<file path="config.mk">
export PLATFORM = sky130hd
export DESIGN_NAME = clipped_rect_and_cursor_drawer
export DESIGN_NICKNAME = d
export VERILOG_FILES = /design/src/rtl/crcd_pkg.sv /design/src/rtl/clipped_rect_and_cursor_drawer.sv /design/src/rtl/crcd_walker.sv /design/src/rtl/crcd_pixel.sv
export SDC_FILE = /design/constraint.sdc
export NUM_CORES = 1
export LEC_CHECK = 0
export ABC_AREA = 1
export BUFFER_PORTS_ARGS = -buffer_cell sky130_fd_sc_hd__buf_2
export CORE_AREA = 2 2 291 178
export DETAILED_ROUTE_END_ITERATION = 6
export DIE_AREA = 0 0 293 180
export HOLD_SLACK_MARGIN = 0.15
export MAX_ROUTING_LAYER = met4
export PLACE_DENSITY = 0.71
export SLEW_MARGIN = 30
export SYNTH_ARGS = -nofsm -noshare
export SYNTH_HDL_FRONTEND = slang
export SYNTH_HIERARCHICAL = 1
export SYNTH_SLANG_ARGS = --single-unit
export TNS_END_PERCENT = 50
</file>
<file path="constraint.sdc">
create_clock -name clk -period 11.4 [get_ports clk]
set_input_delay 1.71 -clock clk [delete_from_list [all_inputs] [get_ports clk]]
set_output_delay 1.71 -clock clk [all_outputs]
set_load 0.02 [all_outputs]
</file>
<file path="src/rtl/crcd_pkg.sv">
// ----------------------------------------------------------------------------
// crcd_pkg
// Shared widths, codes, stage structs and the arrow cursor bitmap for the
// clipped rectangle and cursor drawer.
// ----------------------------------------------------------------------------
package crcd_pkg;

  localparam int DIM_W       = 14;
  localparam int COORD_W     = 16;
  localparam int COLOR_W     = 32;
  localparam int OFFS_W      = 26;
  localparam int POS_W       = 18;
  localparam int CFG_IDX_W   = 2;
  localparam int CFG_DATA_W  = 32;
  localparam int IN_DATA_W   = 96;
  localparam int OUT_DATA_W  = 64;
  localparam int MAX_DIM     = 8192;
  localparam int CURSOR_ROWS = 19;
  localparam int CURSOR_COLS = 12;
  localparam int BITMAP_COLS = 16;

  typedef enum logic [1:0] {
    OP_FILL    = 2'd0,
    OP_OUTLINE = 2'd1,
    OP_CURSOR  = 2'd2,
    OP_CLEAR   = 2'd3
  } op_t;

  typedef enum logic [CFG_IDX_W-1:0] {
    REG_SCREEN_WIDTH  = 2'd0,
    REG_SCREEN_HEIGHT = 2'd1,
    REG_PITCH_WORDS   = 2'd2,
    REG_CURSOR_COLOR  = 2'd3
  } reg_idx_t;

  localparam logic REQ_COMMAND = 1'b0;
  localparam logic REQ_TICK    = 1'b1;

  typedef struct packed {
    logic [DIM_W-1:0]   screen_width;
    logic [DIM_W-1:0]   screen_height;
    logic [DIM_W-1:0]   pitch_words;
    logic [COLOR_W-1:0] cursor_color;
  } cfg_t;

  // Candidate pixel handed from the walker to the pixel stage.
  typedef struct packed {
    logic                    valid;
    logic signed [POS_W-1:0] x;
    logic signed [POS_W-1:0] y;
    logic                    mask;
    logic                    done;
    logic [COLOR_W-1:0]      color;
  } cand_t;

  function automatic logic [DIM_W-1:0] sat_dim(input logic [DIM_W-1:0] v);
    logic [DIM_W-1:0] r;
    if ({1'b0, v} > (DIM_W+1)'(MAX_DIM)) r = DIM_W'(MAX_DIM);
    else r = v;
    return r;
  endfunction

  function automatic logic [BITMAP_COLS-1:0] arrow_row(input logic [4:0] row);
    logic [BITMAP_COLS-1:0] b;
    case (row)
      5'd0:    b = 16'h8000;
      5'd1:    b = 16'hC000;
      5'd2:    b = 16'hE000;
      5'd3:    b = 16'hF000;
      5'd4:    b = 16'hF800;
      5'd5:    b = 16'hFC00;
      5'd6:    b = 16'hFE00;
      5'd7:    b = 16'hFF00;
      5'd8:    b = 16'hFF80;
      5'd9:    b = 16'hFFC0;
      5'd10:   b = 16'hFC00;
      5'd11:   b = 16'hEC00;
      5'd12:   b = 16'hC600;
      5'd13:   b = 16'h8600;
      5'd14:   b = 16'h0300;
      5'd15:   b = 16'h0300;
      5'd16:   b = 16'h0180;
      5'd17:   b = 16'h0180;
      default: b = 16'h0000;
    endcase
    return b;
  endfunction

  // The leftmost bitmap column is the most significant bit of a row.
  function automatic logic cursor_bit(input logic [DIM_W-1:0] row,
                                      input logic [DIM_W-1:0] col);
    logic [BITMAP_COLS-1:0] b;
    logic hit;
    b   = arrow_row(row[4:0]);
    hit = 1'b0;
    if (row < DIM_W'(CURSOR_ROWS) && col < DIM_W'(BITMAP_COLS))
      hit = b[4'(BITMAP_COLS-1) - col[3:0]];
    return hit;
  endfunction

endpackage

</file>
<file path="src/rtl/clipped_rect_and_cursor_drawer.sv">
// ----------------------------------------------------------------------------
// clipped_rect_and_cursor_drawer
// 2D draw engine: a command request loads fill, outline, arrow cursor or
// clear; each tick request yields one clipped pixel write.
//
//   Channel  Ports                     Content
//   in       in_tvalid/tready/tdata    draw_op, origin, size, colour
//            in_tuser                  req_type (0 command, 1 tick)
//   out      out_tvalid/tready/tdata   write_enable, pixel_offset, pixel_value
//            out_tlast                 done_res
//   cfg      cfg_we/index/wdata        screen size, pitch, cursor colour
//
// One request is taken every cycle while in_tready is high; a tick's write
// passes the candidate register, then the clip and multiply output register.
// Commands and idle ticks are consumed with no write.
// Reset is synchronous and clears the walk and both stage valids.
// A stalled output holds both stages; in_tready drops only when both are full.
// ----------------------------------------------------------------------------
module clipped_rect_and_cursor_drawer
  import crcd_pkg::*;
(
  input  logic                  clk,
  input  logic                  rst_n,
  input  logic                  in_tvalid,
  output logic                  in_tready,
  // [1:0] draw_op, [17:2] origin_x, [33:18] origin_y, [47:34] rect_width,
  // [61:48] rect_height, [93:62] draw_color
  input  logic [IN_DATA_W-1:0]  in_tdata,
  // [0] req_type
  input  logic                  in_tuser,
  output logic                  out_tvalid,
  input  logic                  out_tready,
  // [0] write_enable, [26:1] pixel_offset, [58:27] pixel_value
  output logic [OUT_DATA_W-1:0] out_tdata,
  output logic                  out_tlast,
  input  logic                  cfg_we,
  input  logic [CFG_IDX_W-1:0]  cfg_index,
  input  logic [CFG_DATA_W-1:0] cfg_wdata
);

  cfg_t  cfg_r;
  cand_t cand;
  logic  adv;

  always_ff @(posedge clk) begin
    if (!rst_n) begin
      cfg_r.screen_width  <= '0;
      cfg_r.screen_height <= '0;
      cfg_r.pitch_words   <= '0;
      cfg_r.cursor_color  <= '1;
    end else if (cfg_we) begin
      case (reg_idx_t'(cfg_index))
        REG_SCREEN_WIDTH:  cfg_r.screen_width  <= cfg_wdata[DIM_W-1:0];
        REG_SCREEN_HEIGHT: cfg_r.screen_height <= cfg_wdata[DIM_W-1:0];
        REG_PITCH_WORDS:   cfg_r.pitch_words   <= cfg_wdata[DIM_W-1:0];
        REG_CURSOR_COLOR:  cfg_r.cursor_color  <= cfg_wdata[COLOR_W-1:0];
        default: ;
      endcase
    end
  end

  crcd_walker u_walker (
    .clk            (clk),
    .rst_n          (rst_n),
    .cfg            (cfg_r),
    .in_valid       (in_tvalid),
    .in_ready       (in_tready),
    .in_req_type    (in_tuser),
    .in_draw_op     (in_tdata[1:0]),
    .in_origin_x    (in_tdata[17:2]),
    .in_origin_y    (in_tdata[33:18]),
    .in_rect_width  (in_tdata[47:34]),
    .in_rect_height (in_tdata[61:48]),
    .in_draw_color  (in_tdata[93:62]),
    .adv            (adv),
    .cand           (cand)
  );

  crcd_pixel u_pixel (
    .clk       (clk),
    .rst_n     (rst_n),
    .cfg       (cfg_r),
    .cand      (cand),
    .adv       (adv),
    .out_valid (out_tvalid),
    .out_ready (out_tready),
    .out_data  (out_tdata),
    .out_last  (out_tlast)
  );

endmodule

</file>
<file path="src/rtl/crcd_walker.sv">
// ----------------------------------------------------------------------------
// crcd_walker
// Holds the active command and steps its pixel walk, one candidate for each
// tick request, into a registered candidate stage.
// ----------------------------------------------------------------------------
module crcd_walker
  import crcd_pkg::*;
(
  input  logic               clk,
  input  logic               rst_n,
  input  cfg_t               cfg,
  input  logic               in_valid,
  output logic               in_ready,
  input  logic               in_req_type,
  input  logic [1:0]         in_draw_op,
  input  logic [COORD_W-1:0] in_origin_x,
  input  logic [COORD_W-1:0] in_origin_y,
  input  logic [DIM_W-1:0]   in_rect_width,
  input  logic [DIM_W-1:0]   in_rect_height,
  input  logic [COLOR_W-1:0] in_draw_color,
  input  logic               adv,
  output cand_t              cand
);

  logic               busy_r, busy_nxt;
  op_t                op_r, op_nxt;
  logic [COORD_W-1:0] base_x_r, base_x_nxt;
  logic [COORD_W-1:0] base_y_r, base_y_nxt;
  logic [DIM_W-1:0]   span_w_r, span_w_nxt;
  logic [DIM_W-1:0]   span_h_r, span_h_nxt;
  logic [COLOR_W-1:0] color_r, color_nxt;
  logic [DIM_W-1:0]   col_r, col_nxt;
  logic [DIM_W-1:0]   row_r, row_nxt;
  logic [1:0]         phase_r, phase_nxt;
  cand_t              cand_r, cand_nxt;

  logic                    accept, tick_go;
  logic [DIM_W:0]          col_inc, row_inc;
  logic                    col_wrap, row_wrap;
  logic signed [POS_W-1:0] bx, by, col_s, row_s, w_m1, h_m1;
  logic signed [POS_W-1:0] cx, cy;
  logic                    cmask, cdone;
  logic [DIM_W-1:0]        new_w, new_h;

  assign in_ready = !cand_r.valid || adv;
  assign accept   = in_valid && in_ready;
  assign tick_go  = accept && (in_req_type == REQ_TICK) && busy_r;
  assign cand     = cand_r;

  assign col_inc  = {1'b0, col_r} + 1'b1;
  assign row_inc  = {1'b0, row_r} + 1'b1;
  assign col_wrap = col_inc >= {1'b0, span_w_r};
  assign row_wrap = row_inc >= {1'b0, span_h_r};
  assign bx       = {{(POS_W-COORD_W){base_x_r[COORD_W-1]}}, base_x_r};
  assign by       = {{(POS_W-COORD_W){base_y_r[COORD_W-1]}}, base_y_r};
  assign col_s    = {{(POS_W-DIM_W){1'b0}}, col_r};
  assign row_s    = {{(POS_W-DIM_W){1'b0}}, row_r};
  assign w_m1     = {{(POS_W-DIM_W){1'b0}}, span_w_r} - POS_W'(1);
  assign h_m1     = {{(POS_W-DIM_W){1'b0}}, span_h_r} - POS_W'(1);
  assign new_w    = sat_dim(in_rect_width);
  assign new_h    = sat_dim(in_rect_height);

  always_comb begin
    busy_nxt   = busy_r;
    op_nxt     = op_r;
    base_x_nxt = base_x_r;
    base_y_nxt = base_y_r;
    span_w_nxt = span_w_r;
    span_h_nxt = span_h_r;
    color_nxt  = color_r;
    col_nxt    = col_r;
    row_nxt    = row_r;
    phase_nxt  = phase_r;
    cx         = bx + col_s;
    cy         = by + row_s;
    cmask      = 1'b1;
    cdone      = 1'b0;

    if (op_r == OP_OUTLINE) begin
      if (!phase_r[1]) begin
        cx = bx + col_s;
        cy = phase_r[0] ? by + h_m1 : by;
        if (!phase_r[0]) begin
          phase_nxt = 2'd1;
        end else begin
          phase_nxt = 2'd0;
          col_nxt   = col_inc[DIM_W-1:0];
          if (col_wrap) begin
            phase_nxt = 2'd2;
            row_nxt   = '0;
            if (span_h_r == '0) cdone = 1'b1;
          end
        end
      end else begin
        cx = phase_r[0] ? bx + w_m1 : bx;
        cy = by + row_s;
        if (!phase_r[0]) begin
          phase_nxt = 2'd3;
        end else begin
          phase_nxt = 2'd2;
          row_nxt   = row_inc[DIM_W-1:0];
          if (row_wrap) cdone = 1'b1;
        end
      end
    end else begin
      if (op_r == OP_CURSOR) cmask = cursor_bit(row_r, col_r);
      col_nxt = col_inc[DIM_W-1:0];
      if (col_wrap) begin
        col_nxt = '0;
        row_nxt = row_inc[DIM_W-1:0];
        if (row_wrap) cdone = 1'b1;
      end
    end

    if (!tick_go) begin
      col_nxt   = col_r;
      row_nxt   = row_r;
      phase_nxt = phase_r;
    end else if (cdone) begin
      busy_nxt  = 1'b0;
      col_nxt   = '0;
      row_nxt   = '0;
      phase_nxt = 2'd0;
    end

    // A command is taken only while idle; one that arrives while busy is dropped.
    if (accept && (in_req_type == REQ_COMMAND) && !busy_r) begin
      op_nxt     = op_t'(in_draw_op);
      base_x_nxt = in_origin_x;
      base_y_nxt = in_origin_y;
      span_w_nxt = new_w;
      span_h_nxt = new_h;
      color_nxt  = in_draw_color;
      col_nxt    = '0;
      row_nxt    = '0;
      phase_nxt  = 2'd0;
      case (op_t'(in_draw_op))
        OP_CURSOR: begin
          span_w_nxt = DIM_W'(CURSOR_COLS);
          span_h_nxt = DIM_W'(CURSOR_ROWS);
          color_nxt  = cfg.cursor_color;
          busy_nxt   = 1'b1;
        end
        OP_CLEAR: begin
          base_x_nxt = '0;
          base_y_nxt = '0;
          span_w_nxt = cfg.screen_width;
          span_h_nxt = cfg.screen_height;
          busy_nxt   = (cfg.screen_width != '0) && (cfg.screen_height != '0);
        end
        OP_FILL: begin
          busy_nxt = (new_w != '0) && (new_h != '0);
        end
        default: begin
          busy_nxt = (new_w != '0) || (new_h != '0);
          if (new_w == '0) phase_nxt = 2'd2;
        end
      endcase
    end

    cand_nxt = cand_r;
    if (tick_go) begin
      cand_nxt.valid = 1'b1;
      cand_nxt.x     = cx;
      cand_nxt.y     = cy;
      cand_nxt.mask  = cmask;
      cand_nxt.done  = cdone;
      cand_nxt.color = color_r;
    end else if (adv) begin
      cand_nxt.valid = 1'b0;
    end
  end

  always_ff @(posedge clk) begin
    if (!rst_n) begin
      busy_r       <= 1'b0;
      op_r         <= OP_FILL;
      col_r        <= '0;
      row_r        <= '0;
      phase_r      <= 2'd0;
      cand_r.valid <= 1'b0;
    end else begin
      busy_r       <= busy_nxt;
      op_r         <= op_nxt;
      col_r        <= col_nxt;
      row_r        <= row_nxt;
      phase_r      <= phase_nxt;
      cand_r       <= cand_nxt;
    end
  end

  always_ff @(posedge clk) begin
    base_x_r     <= base_x_nxt;
    base_y_r     <= base_y_nxt;
    span_w_r     <= span_w_nxt;
    span_h_r     <= span_h_nxt;
    color_r      <= color_nxt;
  end

  a_done_idles: assert property (@(posedge clk) disable iff (!rst_n)
    tick_go && cdone |=> !busy_r)
    else $error("walker still busy after the last candidate");

  a_idle_counters: assert property (@(posedge clk) disable iff (!rst_n)
    !busy_r |-> (col_r == '0) && (row_r == '0))
    else $error("walk counters not cleared while idle");

  a_cand_holds: assert property (@(posedge clk) disable iff (!rst_n)
    cand_r.valid && !adv |=> cand_r.valid && $stable(cand_r.x) && $stable(cand_r.y))
    else $error("stalled candidate changed");

endmodule

</file>
<file path="src/rtl/crcd_pixel.sv">
// ----------------------------------------------------------------------------
// crcd_pixel
// Clips a candidate against the screen, forms the word offset y*pitch+x and
// holds the write in the output register.
// ----------------------------------------------------------------------------
module crcd_pixel
  import crcd_pkg::*;
(
  input  logic                  clk,
  input  logic                  rst_n,
  input  cfg_t                  cfg,
  input  cand_t                 cand,
  output logic                  adv,
  output logic                  out_valid,
  input  logic                  out_ready,
  output logic [OUT_DATA_W-1:0] out_data,
  output logic                  out_last
);

  logic                       valid_r;
  logic                       we_r, we_nxt;
  logic [OFFS_W-1:0]          offs_r, offs_nxt;
  logic [COLOR_W-1:0]         value_r, value_nxt;
  logic                       last_r;
  logic                       x_in, y_in;
  logic [2*DIM_W-1:0]         row_base;
  logic [2*DIM_W:0]           addr;

  assign adv = !valid_r || out_ready;

  // Negative coordinates fail on the sign bit before the unsigned compare.
  assign x_in = !cand.x[POS_W-1] &&
                (cand.x[POS_W-2:0] < (POS_W-1)'(cfg.screen_width));
  assign y_in = !cand.y[POS_W-1] &&
                (cand.y[POS_W-2:0] < (POS_W-1)'(cfg.screen_height));

  assign row_base = cand.y[DIM_W-1:0] * cfg.pitch_words;
  assign addr     = {1'b0, row_base} + (2*DIM_W+1)'(cand.x[DIM_W-1:0]);

  always_comb begin
    we_nxt    = cand.mask && x_in && y_in;
    offs_nxt  = we_nxt ? addr[OFFS_W-1:0] : '0;
    value_nxt = we_nxt ? cand.color : '0;
  end

  always_ff @(posedge clk) begin
    if (!rst_n) begin
      valid_r <= 1'b0;
    end else if (adv) begin
      valid_r <= cand.valid;
    end
  end

  always_ff @(posedge clk) begin
    if (adv) begin
      we_r    <= we_nxt;
      offs_r  <= offs_nxt;
      value_r <= value_nxt;
      last_r  <= cand.done;
    end
  end

  assign out_valid = valid_r;
  assign out_last  = last_r;
  assign out_data  = {(OUT_DATA_W-1-OFFS_W-COLOR_W)'(0), value_r, offs_r, we_r};

  a_off_zero: assert property (@(posedge clk) disable iff (!rst_n)
    valid_r && !we_r |-> (offs_r == '0) && (value_r == '0))
    else $error("disabled write carries a nonzero offset or value");

  a_takes_cand: assert property (@(posedge clk) disable iff (!rst_n)
    adv && cand.valid |=> valid_r)
    else $error("candidate lost at the output register");

  a_drains: assert property (@(posedge clk) disable iff (!rst_n)
    valid_r && out_ready && !cand.valid |=> !valid_r)
    else $error("delivered write shown again");

endmodule
</file>
Yosys cells after proc, flatten, opt, wreduce, memory -nomap -nowiden
Memories as Yosys holds them, arrays and structs flattened. A register that Yosys moved wholly into a read port is not among the register bits.
Index checks and enable logic that the tools add are counted.
Word-level totals
  flip-flop bits (word level): 331
  ROM bits: 320
  word-level logic and storage cells: 158
  memories kept: 1
Operators by class
  add/subtract/negate cells: 10
  multiply operators: 1
  magnitude comparators: 9
  equal/unequal tests: 10
  multiplexer cells: 54
  bitwise operators: 3
  reductions and logical operators: 45
Memories
  (name not given): depth 32, width 10, read ports 1, clocked after Yosys merged registers in 1, write ports 0, RTL line crcd_pkg.sv:65  | case (row)
Operator list (count)
  $mux W14: 14
  $mux W18: 6
  $add A16 B15 Y17: 4
  $pmux W14 S2: 2
  $reduce_bool A14 Y1: 4
  $lt A17 B14 Y1: 2
  $mux W16: 2
  $mux W32: 1
  $add A14 B1 Y15 const B: 2
  $ge A15 B14 Y1: 2
  $sub A14 B1 Y15 const B: 2
  $gt A14 B14 Y1 const B: 2
  $logic_not A14 Y1: 2
  $lt A14 B5 Y1 const B: 2
  $add A26 B14 Y26: 1
  $mul A14 B14 Y26: 1
  $mux W2: 9
  $mux W1: 16
  $reduce_and A2 Y1: 7
  $logic_and A1 B1 Y1: 12
  $eq A2 B2 Y1 const B: 5
  $mux W5: 2
  $reduce_bool A2 Y1: 3
  $reduce_bool A3 Y1: 2
  16 further kinds: 27

Logic depth before layout (Yosys ltp)
Gate-level depths: netlist of run 1.
  depth in word-level cells: 10
  gate-level depth with buffers: 31

Hierarchy
The synthesis of run 1 kept the hierarchy.
Modules (own cells, without submodules)
  crcd_walker: times used 1, cells each 1503, area each 13068.8 um^2
  crcd_pixel: times used 1, cells each 1297, area each 10278.6 um^2
  clipped_rect_and_cursor_drawer: times used 1, cells each 410, area each 2862.7 um^2

Worst setup path after synthesis of run 1
Ideal clock, no wire load.
  path kind: input port to flip-flop
  start: in out_tready
  end: reg with a tool-made name
  arrival: 8.954 ns
  required time: 11.342 ns
  slack: 2.388 ns
  stages on the path: 15
  buffers on the path: 0
  cell sequence: inv_1 -> nand2_1 -> inv_1 -> nand2_1 -> nand2_1 -> nor3_2 -> inv_1 -> nand2_1 -> inv_1 -> nand3_2 -> ha_1 -> or2_0 -> nand2_1 -> nand2_1 -> nand2_1
RTL lines
  start, declared: RTL line clipped_rect_and_cursor_drawer.sv:32  | input logic out_tready,

Worst setup path in the final report of run 1
  start: reg u_walker.cand_r (netlist bit u_walker/cand[39])
  end: reg u_pixel.offs_r[21], data pin
On the way
  longest elaborated chain between the ends: 3
  elaborated cells between the ends (all ways): 5
  those cells by class: 1 x add/sub; 1 x mul; 1 x order compare; 2 x reduce/logical
Ends and longest elaborated chain
  start, declared: RTL line crcd_walker.sv:35  | cand_t cand_r, cand_nxt;
  start signal, assigned: RTL line crcd_walker.sv:188  | cand_r <= cand_nxt;
  parallel branches: the longest is 3 deep, another holds $mul A14 B14 Y26
  end signal, assigned: RTL line crcd_pixel.sv:57  | offs_r <= offs_nxt;
  end, declared: RTL line crcd_pixel.sv:22  | logic [OFFS_W-1:0] offs_r, offs_nxt;
Several ways; the timed one is not identified.
A chain may end at the register's enable or synchronous reset.

==> results of run 1 <==
-- layer usage --
layer  routed length (µm)  vias to the layer above  part of all wire [%]  GRT usage (%)
li1                     -                    10470                     -              -
met1                33100                     9851                    47          40.86
met2                29460                      822                    42          39.87
met3                 6092                       97                   8.7          5.490
met4                 1493                        0                   2.1          6.379
met5                    0                        -                     0              -
-- cells in the mapped netlist, types with 54 or more instances --
master / n
nand2_1: 669
inv_1: 643
nor2_1: 305
edfxtp_1: 220
a21oi_1: 212
ha_1: 201
fa_1: 158
nand3_1: 157
dfxtp_1: 119
o21ai_0: 85
xor2_1: 59
clkbuf_1: 54
-- placed cells by master (no fill, tap or decap), types with 32 or more instances in the layout --
cell / n
o21ai_0: 85
buf_2: 195
inv_1: 642
edfxtp_1: 220
fa_1: 158
nand3_1: 157
nand2_1: 668
clkbuf_16: 36
nor2_1: 304
mux2_2: 32
a21oi_1: 212
xor2_1: 59
ha_1: 201
dfxtp_1: 119
-- flip-flops by register name, indices dropped and copies added (netlist names), 2 cells and up, named ones only --
signal,count
u_walker/cand,69
u_walker/row_r,14
u_walker/span_h_r,14
u_pixel/offs_r,26
u_walker/base_x_r,16
u_walker/base_y_r,16
u_walker/op_r,2
u_pixel/value_r,32
u_walker/phase_r,2
u_walker/span_w_r,14
cfg_r,74
u_walker/color_r,32
u_walker/col_r,14
-- path summary, 6_finish.rpt --
path,slack [ns],cells after the start,end,startpoint
hold / removal,0.41,0,u_walker/cand[3],u_walker/color_r[3]
hold reg to reg,0.41,0,u_walker/cand[3],u_walker/color_r[3]
setup reg to reg,5.17,22,u_pixel/offs_r[21],u_walker/cand[39]
setup / recovery,5.17,22,u_pixel/offs_r[21],u_walker/cand[39]
-- worst max-delay path, cell delays in order, from the launching register on --
cell and delay (ns):
edfxtp_1 0.85, nand2_1 0.17, fa_1 0.57, inv_1 0.06
fa_1 0.50, inv_1 0.05, fa_1 0.48, inv_1 0.06
fa_1 0.53, fa_1 0.57, inv_1 0.06, fa_1 0.54
inv_1 0.04, ha_1 0.35, nand2_1 0.12, inv_1 0.05
nand2_1 0.06, nand2_1 0.07, a21oi_1 0.20, nand2_1 0.13
a21oi_1 0.22, xor2_1 0.21, nor2_2 0.05
-- final cells by class --
| type | instances | area, µm² | share of cell area [%] |
|---|---|---|---|
| multi-input cells | 2120 | 14290 | 49.51 |
| well taps | 660 | 825.8 | 2.861 |
| repair buffers | 208 | 1077 | 3.732 |
| flip-flops and latches | 339 | 8989 | 31.14 |
| inverters | 657 | 2475 | 8.574 |
| diodes | 4 | 10.01 | 0.03468 |
| clock buffers | 49 | 1010 | 3.498 |
| clock inverters | 15 | 187.7 | 0.6502 |
-- through the flow --
| step | hold WS, ns | instances | power, mW | instance area [µm²] | utilization (%) |
|---|---|---|---|---|---|
| after floorplan | 0.4003 | 3214 | 1.949 | 26230 | - |
| after global placement | 0.4005 | 3984 | 2.145 | 27650 | 55.07 |
| after detailed placement | 0.4045 | 3984 | 2.155 | 27650 | 55.07 |
| after CTS | 0.4152 | 4048 | 3.356 | 28850 | 57.46 |
| after global routing | 0.4226 | 4052 | 3.528 | 28870 | 57.49 |
| final | 0.4113 | 4052 | 3.343 | 28870 | 57.49 |
-- power breakdown --
part | leakage (nW) | internal, mW | switching [mW]
registers | 3.18 | 1.35 | 0.0459
logic | 11.2 | 0.276 | 0.474
clock network | 0.580 | 0.678 | 0.522
-- cells by family after synthesis --
group	count (synthesis)
xor gates and xnor gates	82
muxes	32
buffers and inverters	755
DFF	339
and+or+nand+nor	1257
other	1
adders and majority gates	359
AOI/OAI and AO/OA	385
==> flow_metrics.py, run 1 <==
metrics = {
    "clock_tree": {
        "clock_latency_ns": 0.57,
        "post_cts_buffers": 0,
        "ctsHoldBuffers": 0,
        "numClockSinks": 339,
        "htreeDepth": 2,
        "clockRootBuffer": "clkbuf_16",
        "clkSlewWorstSetupHoldPaths_ns": 0.06,
        "cts_tree": "done",
        "cts_resized": 0,
        "clockBufferDepth": 3,
        "cts_buffers": 36,
    },
    "detailed_routing": {
        "ant_nets": 0,
        "first_iter_violations": 2049,
        "via_per_inst": 5.241,
        "dr.pass1.iters": 6,
        "wl_per_cell_um": 17.31,
        "wl_um": 70150,
        "vias": 21240,
        "drc_errors": 0,
    },
    "floorplanning": {
        "die_area_mm2": 0.05274,
        "ios": 203,
        "rows": 64,
        "die_w_um": 293,
        "design.core.area_mm2": 0.05021,
        "initial_core_util_pct": 52.20,
        "die_y_um": 180,
    },
    "timing": {
        "worst_slack_ns": 5.166,
        "clock_skew_ns": 0.03418,
        "min_period_over_period_pct": 54.69,
        "finalSetupViolations": 0,
        "rsz0062_at_grt": "false",
        "clock.fmax_ghz": 0.1604,
        "maxSlewViolCount": 0,
        "slew_headroom_pct": 35.86,
        "fin_crit_ns": 6.234,
        "max_slew.worst_pin.slew_ns": 0.9621,
        "final-hold-violation-count": 0,
        "timing.setup.tns_ns": 0,
    },
    "setup_path": {
        "path_class": "register to register",
        "required_ns": 11.66,
        "cp_max_fo": 15,
        "crit_path_end_kind": "register",
        "worstPathArrival_ns": 6.50,
        "crit_path_start_kind": "register",
    },
    "synth": {
        "synth_area_per_cell_um2": 8.165,
        "synth_area_leader_cell": "edfxtp_1",
        "synth_compound_area_share_pct": 8.163,
        "synth_area_mm2": 0.02621,
        "synthMuxAreaShare_pct": 1.375,
        "synthTopCellsByArea": "edfxtp_1 (25%), fa_1 (12%), ha_1 (9.6%)",
        "synth_fa_ha_area_share_pct": 21.66,
        "yosysWarnings": 6,
        "yosys.area_share.simple_pct": 20.42,
        "async_reset_ff_share_pct": 0,
        "synth_xor_area_share_pct": 2.740,
        "yosysSeqAreaShare_pct": 34.29,
        "synth_cell_type_count": 62,
        "synth_top_family_by_area": "adder cells",
        "synth_edf_count": 220,
        "synth_ff_type": "edfxtp_1",
        "ys_ff_latch": 339,
        "synth_top_area_share_pct": 25.21,
        "synth_cells": 3210,
    },
    "power": {
        "power_density_mw_per_mm2": 115.8,
        "ir_drop_mv": 0.1168,
        "power_leakage_nw": 14.93,
    },
    "run": {
        "maxCapViolations": 0,
    },
    "grt": {
        "grt_overflow": 0,
        "grt_pass1_vias": 20440,
        "grt_usage_pct": 27.94,
        "grt_antenna_before_repair": 5,
        "grt_pass1_wl_um": 112700,
        "grt_max_degree": 81,
    },
    "final_layout": {
        "drive_gt1_share_pct": 10.89,
        "final_nets": 3857,
        "fillers": 4514,
        "syn_to_final_growth_pct": 10.13,
    },
    "placement": {
        "dp_hpwl_um": 53300,
        "gp_congestion": 0.9631,
        "port_buffers": 195,
        "place_ws_ns": 5.307,
    },
    "hold_path": {
        "min_path_type": "register to register",
    },
    "run_status": {
        "status": "complete, no violations",
    },
}
Note: power is estimated with default switching activity, not from simulation.
==> run 2: changes to the inputs <==
Clock period 11.4 ns to 6.15 ns, I/O delays scaled along.
==> run 2 against run 1 <==
Combinational power grew 90%. Non-clock buffer count grew 49. Maximum frequency grew 5.8%. Routed wire length grew 0.19%. Cell count grew 1.1%. Clock power grew 77%. Sequential power grew 85%. Worst hold slack gained 0.0024 ns. Register-to-register slack lost 4.9 ns. Critical path depth grew 2. Critical path type unchanged. Largest cell class unchanged. Highest routed layer unchanged.
==> flow_metrics.py, run 2 (synthesis results as in run 1) <==
metrics = {
    "run_status": {
        "status": "complete, no violations",
    },
    "hold_path": {
        "hold-path-cell-count": 0,
        "min_from": "u_walker/color_r[9]",
        "whs_endpoint": "u_walker/cand[9]",
        "min_path_type": "register to register",
    },
    "setup_path": {
        "ff2ff_path_depth": 24,
        "crit_path_end_kind": "register",
        "worstPathArrival_ns": 6.15,
        "required_ns": 6.41,
        "r2r_setup_slack_ns": 0.26,
        "rr_endpoint": "u_pixel/offs_r[18]",
        "crit_path_start_kind": "register",
        "critPathMaxStageDelay_ns": 0.56,
        "r2r-start": "u_walker/cand[41]",
        "cpMaxStageDelayCell": "edfxtp_1",
        "path_class": "register to register",
        "cp_max_fo": 8,
        "critPathMostFrequentCell": "inv_1",
        "worstPathCellList": "buf_4 > nand2_1 > inv_1 > fa_1 > inv_1 > fa_1 > inv_1 > fa_1 > inv_1 > fa_1 > inv_1 > fa_1 > inv_1 > fa_1 > inv_1 > ha_1 > a21oi_1 > o21ai_0 > a21oi_1 > inv_1 > nand4_1 > nand2_1 > nand2_1 > a21oi_2",
    },
    "clock_tree": {
        "cts_buffers": 35,
        "cts_tree": "done",
        "clockRootBuffer": "clkbuf_16",
        "clockBufferDepth": 3,
        "ctsHoldBuffers": 0,
        "clock_latency_ns": 0.55,
        "htreeDepth": 2,
        "clkSlewWorstSetupHoldPaths_ns": 0.07,
        "numClockSinks": 339,
    },
    "power": {
        "power_density_mw_per_mm2": 209.5,
        "total_power_mw": 6.115,
        "power_leakage_nw": 15.14,
        "ir_drop_mv": 0.2388,
    },
    "timing": {
        "min_period_over_period_pct": 95.82,
        "clock.fmax_ghz": 0.1697,
        "rsz0062_at_grt": "false",
        "slew_headroom_pct": 36.78,
        "finalSetupViolations": 0,
        "final-hold-violation-count": 0,
        "maxSlewViolCount": 0,
        "clock_skew_ns": 0.01702,
        "timing.setup.tns_ns": 0,
        "fin_crit_ns": 5.893,
        "hold-worst-slack_ns": 0.4137,
        "max_slew.worst_pin.slew_ns": 0.9484,
    },
    "placement": {
        "dp_hpwl_um": 54150,
        "gp_congestion": 0.9246,
        "port_buffers": 195,
    },
    "final_layout": {
        "syn_to_final_growth_pct": 11.35,
        "final_cell_mix": "nand2_1 (668), inv_1 (641), nor2_1 (304)",
        "largest_reg_flops": 74,
        "final_nets": 3905,
        "layout_commonest_cell": "nand2_1",
        "regMostFlops": "cfg_r",
        "drive_gt1_share_pct": 12.19,
    },
    "grt": {
        "met3_usage_pct": 4.315,
        "grt_antenna_before_repair": 1,
        "grt_overflow": 0,
        "grt-busiest-layer": "met1",
        "gr-usage-met1_pct": 41.07,
        "grt_pass1_vias": 19910,
        "grt_pass1_wl_um": 111100,
        "grt_usage_pct": 27.61,
        "grt_max_degree": 81,
        "grtUsageMet2_pct": 40.06,
    },
    "detailed_routing": {
        "first_iter_violations": 2169,
        "wl_per_cell_um": 17.15,
        "drc_errors": 0,
        "via_per_inst": 5.240,
        "wl_um": 70290,
        "vias": 21470,
        "dr.pass1.iters": 5,
        "ant_nets": 0,
    },
    "floorplanning": {
        "initial_core_util_pct": 52.20,
        "die_y_um": 180,
        "die_area_mm2": 0.05274,
        "design.core.area_mm2": 0.05021,
        "die_w_um": 293,
        "rows": 64,
        "ios": 203,
    },
    "run": {
        "maxCapViolations": 0,
    },
}
run 2: cell types whose count changed in the layout (fill, tap and decap cells not counted), moves of 2 or more:
cell,delta
buf_4,+49
clkbuf_1,+5
clkbuf_8,-5
clkinv_2,+4
diode_2,-3
clkinv_1,-2
dfxtp_1,-2
dfxtp_2,+2
run 2: per-stage QoR:
step	util [%]	worst slack, ns	cells	instance area [µm²]
detailed placement	55.52	0.2417	4014	27880
global route	58.13	0.008075	4098	29190
finish	58.13	0.2571	4098	29190
floorplan	-	0.08762	3214	26230
CTS	57.77	0.1990	4078	29010
global placement	55.52	0.3003	4014	27880
run 2: metal layers:
metal	up-vias	part of all wire [%]
met5	-	0
met1	9985	47
li1	10580	-
met3	81	8.7
met4	0	1.5
met2	829	42
run 2: how the worst max path moves through the flow:
stage / endpoint / slack [ns] / start / cells past startpoint
3_3_place_gp: u_pixel/offs_r[21] / 0.30 / u_walker/cand[39] / 21
4_1_cts: u_pixel/offs_r[22] / 0.20 / u_walker/cand[39] / 22
6_report: u_pixel/offs_r[18] / 0.26 / u_walker/cand[41] / 24
3_5_place_dp: u_pixel/offs_r[22] / 0.24 / u_walker/cand[39] / 22
5_1_grt: u_pixel/offs_r[20] / 0.008 / u_walker/cand[41] / 26
2_1_floorplan: register / 0.09 / out_tready / 15
run 2: worst max-delay path: cells and delay by family (launching register included):
| kind | cells | cell delay (ns) |
|---|---|---|
| adder cells (fa/ha/maj) | 7 | 3.35 |
| buffers and inverters | 9 | 0.70 |
| AO/OA/AOI/OAI | 4 | 0.70 |
| flip-flops | 1 | 0.56 |
| AND/OR/NAND/NOR | 4 | 0.29 |
run 2: power breakdown:
| part | internal (mW) | leakage [nW] | switching, mW |
|---|---|---|---|
| Sequential | 2.50 | 3.19 | 0.0702 |
| Combinational | 0.525 | 11.4 | 0.898 |
| Clock | 1.18 | 0.551 | 0.944 |
| Total | 4.20 | 15.1 | 1.91 |
run 2: timing repair:
| action | in CTS | in global routing |
|---|---|---|
| resized for setup | 0 | 4 |
| setup endpoints to repair | 0 | 6 |
| buffers inserted | 0 | 18 |
run 2: cell type report:
class	instances	area, µm²
tap	660	825.8
clock inverter	14	146.4
clock buffer	50	984.7
timing repair buffer	257	1461
inverter	657	2476
fill	4580	21020
multi-input combinational	2120	14300
sequential	339	8991
antenna	1	2.502
